[src/hpe_pkg.sv]
`timescale 1ns / 1ps

package hpe_pkg;

	// Number of coefficients in use and fractional bits of the Q format
	localparam int NUM_COEFFS = 8;
	localparam int FRAC_BITS  = 16;

	// Register file and word widths
	localparam int REG_COUNT = 8;
	localparam int REG_IDX_W = $clog2(REG_COUNT);
	localparam int CFG_IDX_W = REG_IDX_W + 1;
	localparam int DATA_W    = 32;
	localparam int PROD_W    = 2 * DATA_W;
	localparam int SUM_W     = PROD_W + 1;

	// Horner steps and the register that seeds the accumulator
	localparam int STEPS = NUM_COEFFS - 1;
	localparam int FIRST = REG_COUNT - NUM_COEFFS;

	// Half an LSB of the result, zero when there are no fraction bits
	localparam logic signed [PROD_W-1:0] ROUND_HALF =
		(PROD_W'(64'sd1) <<< FRAC_BITS) >>> 1;

	// Saturation limits in the widened sum
	localparam logic signed [SUM_W-1:0] SAT_MAX =
		SUM_W'({1'b0, {(DATA_W-1){1'b1}}});
	localparam logic signed [SUM_W-1:0] SAT_MIN =
		-SAT_MAX - SUM_W'(1);

	typedef logic signed [DATA_W-1:0] word_t;

	// One item in flight between Horner steps
	typedef struct packed {
		logic  valid;
		logic  ovf;
		word_t x;
		word_t acc;
	} hpe_lane_t;

endpackage

[src/hpe_step.sv]
`timescale 1ns / 1ps

// One Horner step in two register stages:
//   s1: exact product acc * x
//   s2: round, add the coefficient, saturate to 32 bits
module hpe_step (
	input  logic              clk,
	input  logic              arst_n,
	input  logic              adv,
	input  hpe_pkg::word_t    coef,
	input  hpe_pkg::hpe_lane_t lane_in,
	output hpe_pkg::hpe_lane_t lane_out
);
	import hpe_pkg::*;

	logic                      valid_s1;
	logic                      ovf_s1;
	word_t                     x_s1;
	logic signed [PROD_W-1:0]  prod_s1;

	logic signed [PROD_W-1:0]  rnd;
	logic signed [SUM_W-1:0]   sum;
	word_t                     sat;
	logic                      sat_hit;

	logic                      valid_s2;
	logic                      ovf_s2;
	word_t                     x_s2;
	word_t                     acc_s2;

	// Valid bits
	always_ff @(posedge clk or negedge arst_n) begin
		if (!arst_n) begin
			valid_s1 <= 1'b0;
			valid_s2 <= 1'b0;
		end else if (adv) begin
			valid_s1 <= lane_in.valid;
			valid_s2 <= valid_s1;
		end
	end

	// Multiply stage
	always_ff @(posedge clk) begin
		if (adv) begin
			prod_s1 <= PROD_W'(lane_in.acc) * PROD_W'(lane_in.x);
			x_s1    <= lane_in.x;
			ovf_s1  <= lane_in.ovf;
		end
	end

	// Round to nearest (ties up), add coefficient, clamp
	always_comb begin
		rnd     = (prod_s1 + ROUND_HALF) >>> FRAC_BITS;
		sum     = SUM_W'(rnd) + SUM_W'(coef);
		sat_hit = 1'b0;
		if (sum > SAT_MAX) begin
			sat     = word_t'(SAT_MAX[DATA_W-1:0]);
			sat_hit = 1'b1;
		end else if (sum < SAT_MIN) begin
			sat     = word_t'(SAT_MIN[DATA_W-1:0]);
			sat_hit = 1'b1;
		end else begin
			sat = sum[DATA_W-1:0];
		end
	end

	always_ff @(posedge clk) begin
		if (adv) begin
			acc_s2 <= sat;
			x_s2   <= x_s1;
			ovf_s2 <= ovf_s1 | sat_hit;
		end
	end

	assign lane_out = '{valid: valid_s2, ovf: ovf_s2, x: x_s2, acc: acc_s2};

endmodule

[config.mk]
export PLATFORM = sky130hd
export DESIGN_NAME = hpe_step
export DESIGN_NICKNAME = d
export VERILOG_FILES = /design/src/hpe_pkg.sv /design/src/hpe_step.sv
export SDC_FILE = /design/constraint.sdc
export NUM_CORES = 2
export LEC_CHECK = 0
export BUFFER_PORTS_ARGS = -buffer_cell sky130_fd_sc_hd__buf_4
export CAP_MARGIN = 20
export CELL_PAD_IN_SITES_DETAIL_PLACEMENT = 1
export CELL_PAD_IN_SITES_GLOBAL_PLACEMENT = 1
export CORE_ASPECT_RATIO = 1.2
export CORE_UTILIZATION = 50
export DETAILED_ROUTE_END_ITERATION = 16
export PLACE_DENSITY = 0.79
export SLEW_MARGIN = 10
export SYNTH_ARGS = -nofsm -noshare
export SYNTH_HDL_FRONTEND = slang
export SYNTH_SLANG_ARGS = --single-unit
[constraint.sdc]
create_clock -name clk -period 7.1 [get_ports clk]
set_input_delay 1.42 -clock clk [delete_from_list [all_inputs] [get_ports clk]]
set_output_delay 1.42 -clock clk [all_outputs]
set_load 0.02 [all_outputs]
==> summary.txt <==
Worst setup path
  – Endpoint class of the critical path: register
  – CP endpoint: prod_s1[60]$_DFFE_PP_
  – Endpoint required time on the critical path: 7360 ps
  – Critical path start-end classification: input port to register
  – Critical path launch point type: input port
  – Cell type of the slowest stage on the worst timing path: fa_1
  – Library cell appearing most often on the critical path: fa_1
  – Worst-path fanout max: 13
  – FF-to-FF path depth: 21
  – Origin of the critical flop-to-flop path: prod_s1[23]$_DFFE_PP_
  – Reg2Reg Setup Slack: 510 ps
  – Endpoint of the worst register-to-register path: acc_s2[22]$_SDFFCE_PN1P_
  – CP startpoint: lane_in[20]
  – Crit-path max cell delay: 1030 ps
  – Critical path data arrival time: 10070 ps

Placement
  – RD Place Congestion: 0.925
  – Placed cell areas: 50300 um^2
  – Quantity of I/O buffers inserted on ports: 166
  – Half-perimeter wire length of the detailed placement result: 129000 um
  – Worst slack at placement: -2000 ps

Worst hold path
  – Tightest Hold Check Type: register to register

Synthesis
  – Total standard cell area after synthesis: 44200 um^2
  – Compound-gate portion of the synthesized area: 5.48%
  – Simple logic cell fraction of the synthesized area: 15.8%
  – Largest family of logic cells by synthesized area: adder cells
  – Share of synthesized registers carrying an async set or reset: 1.34%
  – Largest area contributor in the synthesized netlist: fa_1
  – Post-synthesis sequential area ratio: 10.1%
  – Synth area leaders: fa_1 49%, edfxtp_1 10%, inv_1 8.1%
  – Syn Inst Count: 4534
  – Synthesized Nets: 5946
  – Synth Flop Type: edfxtp_1
  – Post-Syn Area per Cell: 9.74 um^2
  – Yosys warnings: 0
  – Number of distinct standard cells referenced by the synthesized netlist: 81
  – Parity-gate share of the synthesized area counting xor and xnor cells: 2.89%
  – Count of flip-flops with a built-in enable after synthesis: 147
  – Adder-Cell Fraction of Synth Area: 55.5%
  – Area share of the largest cell type after synthesis: 49.0%
  – #FFs+latches synth: 149
  – Fraction of synthesized area in multiplexers: 0.0963%

Finish
  – Layout Nets: 6469
  – Area Growth Syn to Fin: 22.2%
  – Top library cells by usage in the layout, fill and taps aside: 991 x fa_1, 905 x inv_1, 586 x nand2_1, 548 x buf_4, 479 x and2_1
  – Post-Layout Inst Area: 54000 um^2
  – Share of cells above drive strength 1: 22.2%
  – Most common cell after layout, fill and taps aside: fa_1

Run status
  – Violations in the final reports: negative setup slack
  – Status: finished, violations left

Global route
  – Tot GR Track Use: 42.5%
  – Largest net degree at the start of global routing: 101
  – Initial antenna violation count: 23
  – Global-route wire length before repair: 276000 um
  – Residual overflow from global routing: 0
  – Number of global-route vias before repair: 45142

Clock tree
  – Sink count of the clock tree: 149
  – H-tree lvl count: 4
  – Number of buffers added by the clock tree synthesis step: 17
  – CTS tree: built
  – Number of buffers on the longest clock path: 2
  – Root cell of the clock tree: clkbuf_16
  – Clk_lat worst skew: 560 ps
  – CTS clock-pin slew for the worst setup and hold paths: 110 ps

Floorplanning
  – Number of ports placed on the die boundary: 167
  – Overall die height: 328 um
  – Standard-cell rows: 119
  – Core region area: 87700 um^2
  – Starting utilization of the core area: 50.4%
  – Die width: 273 um
  – Die footprint: 89500 um^2

STA
  – Final setup vio count: 48
  – Slew at the pin with the worst max-slew slack: 1090 ps
  – RSZ-0062 raised after global routing: yes
  – Total count of max-transition violations in the final report: 0
  – Final-report hold violation count: 0
  – Worst hold margin: 409 ps
  – Achievable clock frequency: 0.102 GHz
  – Worst clock skew: 33.8 ps
  – Final min period: 9820 ps
  – Worst-case setup margin in the final layout: -2720 ps
  – Fraction of the cycle the final worst path needs: 138%
  – Relative slew slack: 27.0%

Detailed routing
  – Routed wire length: 206000 um
  – Drt wl/cell: 33.0 um
  – Total via count in the routed design: 38863
  – First DRT Iteration DRCs: 4010
  – Vias per std cell: 6.24
  – Number of design rule violations left after detail routing: 0
  – Number of routed nets with antenna violations: 0
  – Number of iterations in the first detailed-routing pass: 6

Flow run
  – Max-cap viol count: 0
==> through the flow <==
stage,TNS (ps),std cells,utilization (%)
after global placement,-55330,6093,57.4
after global routing,-83970,6220,61.5
after detailed placement,-64340,6093,57.4
final,-86560,6229,61.5
after CTS,-28440,6204,60.7
after floorplan,-26640,4534,-
==> logic make-up (layout without fill, tap and decap cells) <==
| group | after synthesis | after routing |
|---|---|---|
| fa+ha+maj | 1311 | 1311 |
| buf+inv | 1175 | 1711 |
| xor+xnor | 146 | 146 |
| mux | 4 | 4 |
| other cells | 0 | 10 |
| compound gates | 355 | 355 |
| flops | 149 | 149 |
| simple gates | 1394 | 1394 |
==> registers in the layout, indices dropped and copies added, names as in the netlist <==
name / cells
valid_s2: 1
x_s2: 32
acc_s2: 32
ovf_s2: 1
x_s1: 32
ovf_s1: 1
prod_s1: 49
valid_s1: 1
==> what timing repair did <==
action                     CTS  global route
setup buffers               83            35
resized for setup          394           139
setup endpoints to repair   47            48
pin swaps                  144           108
gates cloned                 6             0
hold buffers                 0             0
==> worst max-delay path, delay by kind of cell <==
kind / cells / cell delay (ps)
AND/OR/NAND/NOR: 6 / 1080
AO/OA/AOI/OAI: 6 / 1050
buffers and inverters: 5 / 1050
adder cells (fa/ha/maj): 9 / 5390
==> synth_stat cells, drive strengths merged, types with 18 or more instances <==
cell type	instances
fa	1082
ha	229
and3	25
nand2	599
o21ai	60
nor2	92
a21o	40
nor3	34
inv	953
xnor2	100
edfxtp	147
nand4	20
clkbuf	208
and2	519
a21oi	111
a2bb2oi	18
nand3	39
o21a	20
xor2	46
==> layout make-up <==
type | instances | area, um^2
Multi-Input combinational cell | 3210 | 36900
Fill cell | 9401 | 33700
Timing Repair Buffer | 725 | 6950
Sequential cell | 149 | 4460
Inverter | 954 | 3600
Tap cell | 1149 | 1440
Clock buffer | 18 | 429
Clock inverter | 14 | 159
Antenna cell | 10 | 25.0
==> how the worst min path moves through the flow <==
stage	slack (ps)	to	startpoint	cells after the start
after floorplan	400	x_s2[0]$_DFFE_PP_	x_s1[0]$_DFFE_PP_	0
after global placement	400	x_s2[6]$_DFFE_PP_	x_s1[6]$_DFFE_PP_	0
after detailed placement	410	x_s2[17]$_DFFE_PP_	x_s1[17]$_DFFE_PP_	0
after CTS	400	x_s2[17]$_DFFE_PP_	x_s1[17]$_DFFE_PP_	0
after global routing	420	x_s2[13]$_DFFE_PP_	x_s1[13]$_DFFE_PP_	0
final	410	x_s2[13]$_DFFE_PP_	x_s1[13]$_DFFE_PP_	0
==> per-layer routing <==
metal | vias to the layer above | wire length (um) | track usage, %
li1 | 14631 | - | -
met1 | 19602 | 60300 | 42.3
met2 | 2997 | 95700 | 71.6
met3 | 1613 | 24500 | 11.1
met4 | 20 | 24800 | 40.5
met5 | - | 276 | 0
Power is left out: the tool's default activity adds up to more than one toggle a clock period on the data nets, which glitch-free logic cannot reach.
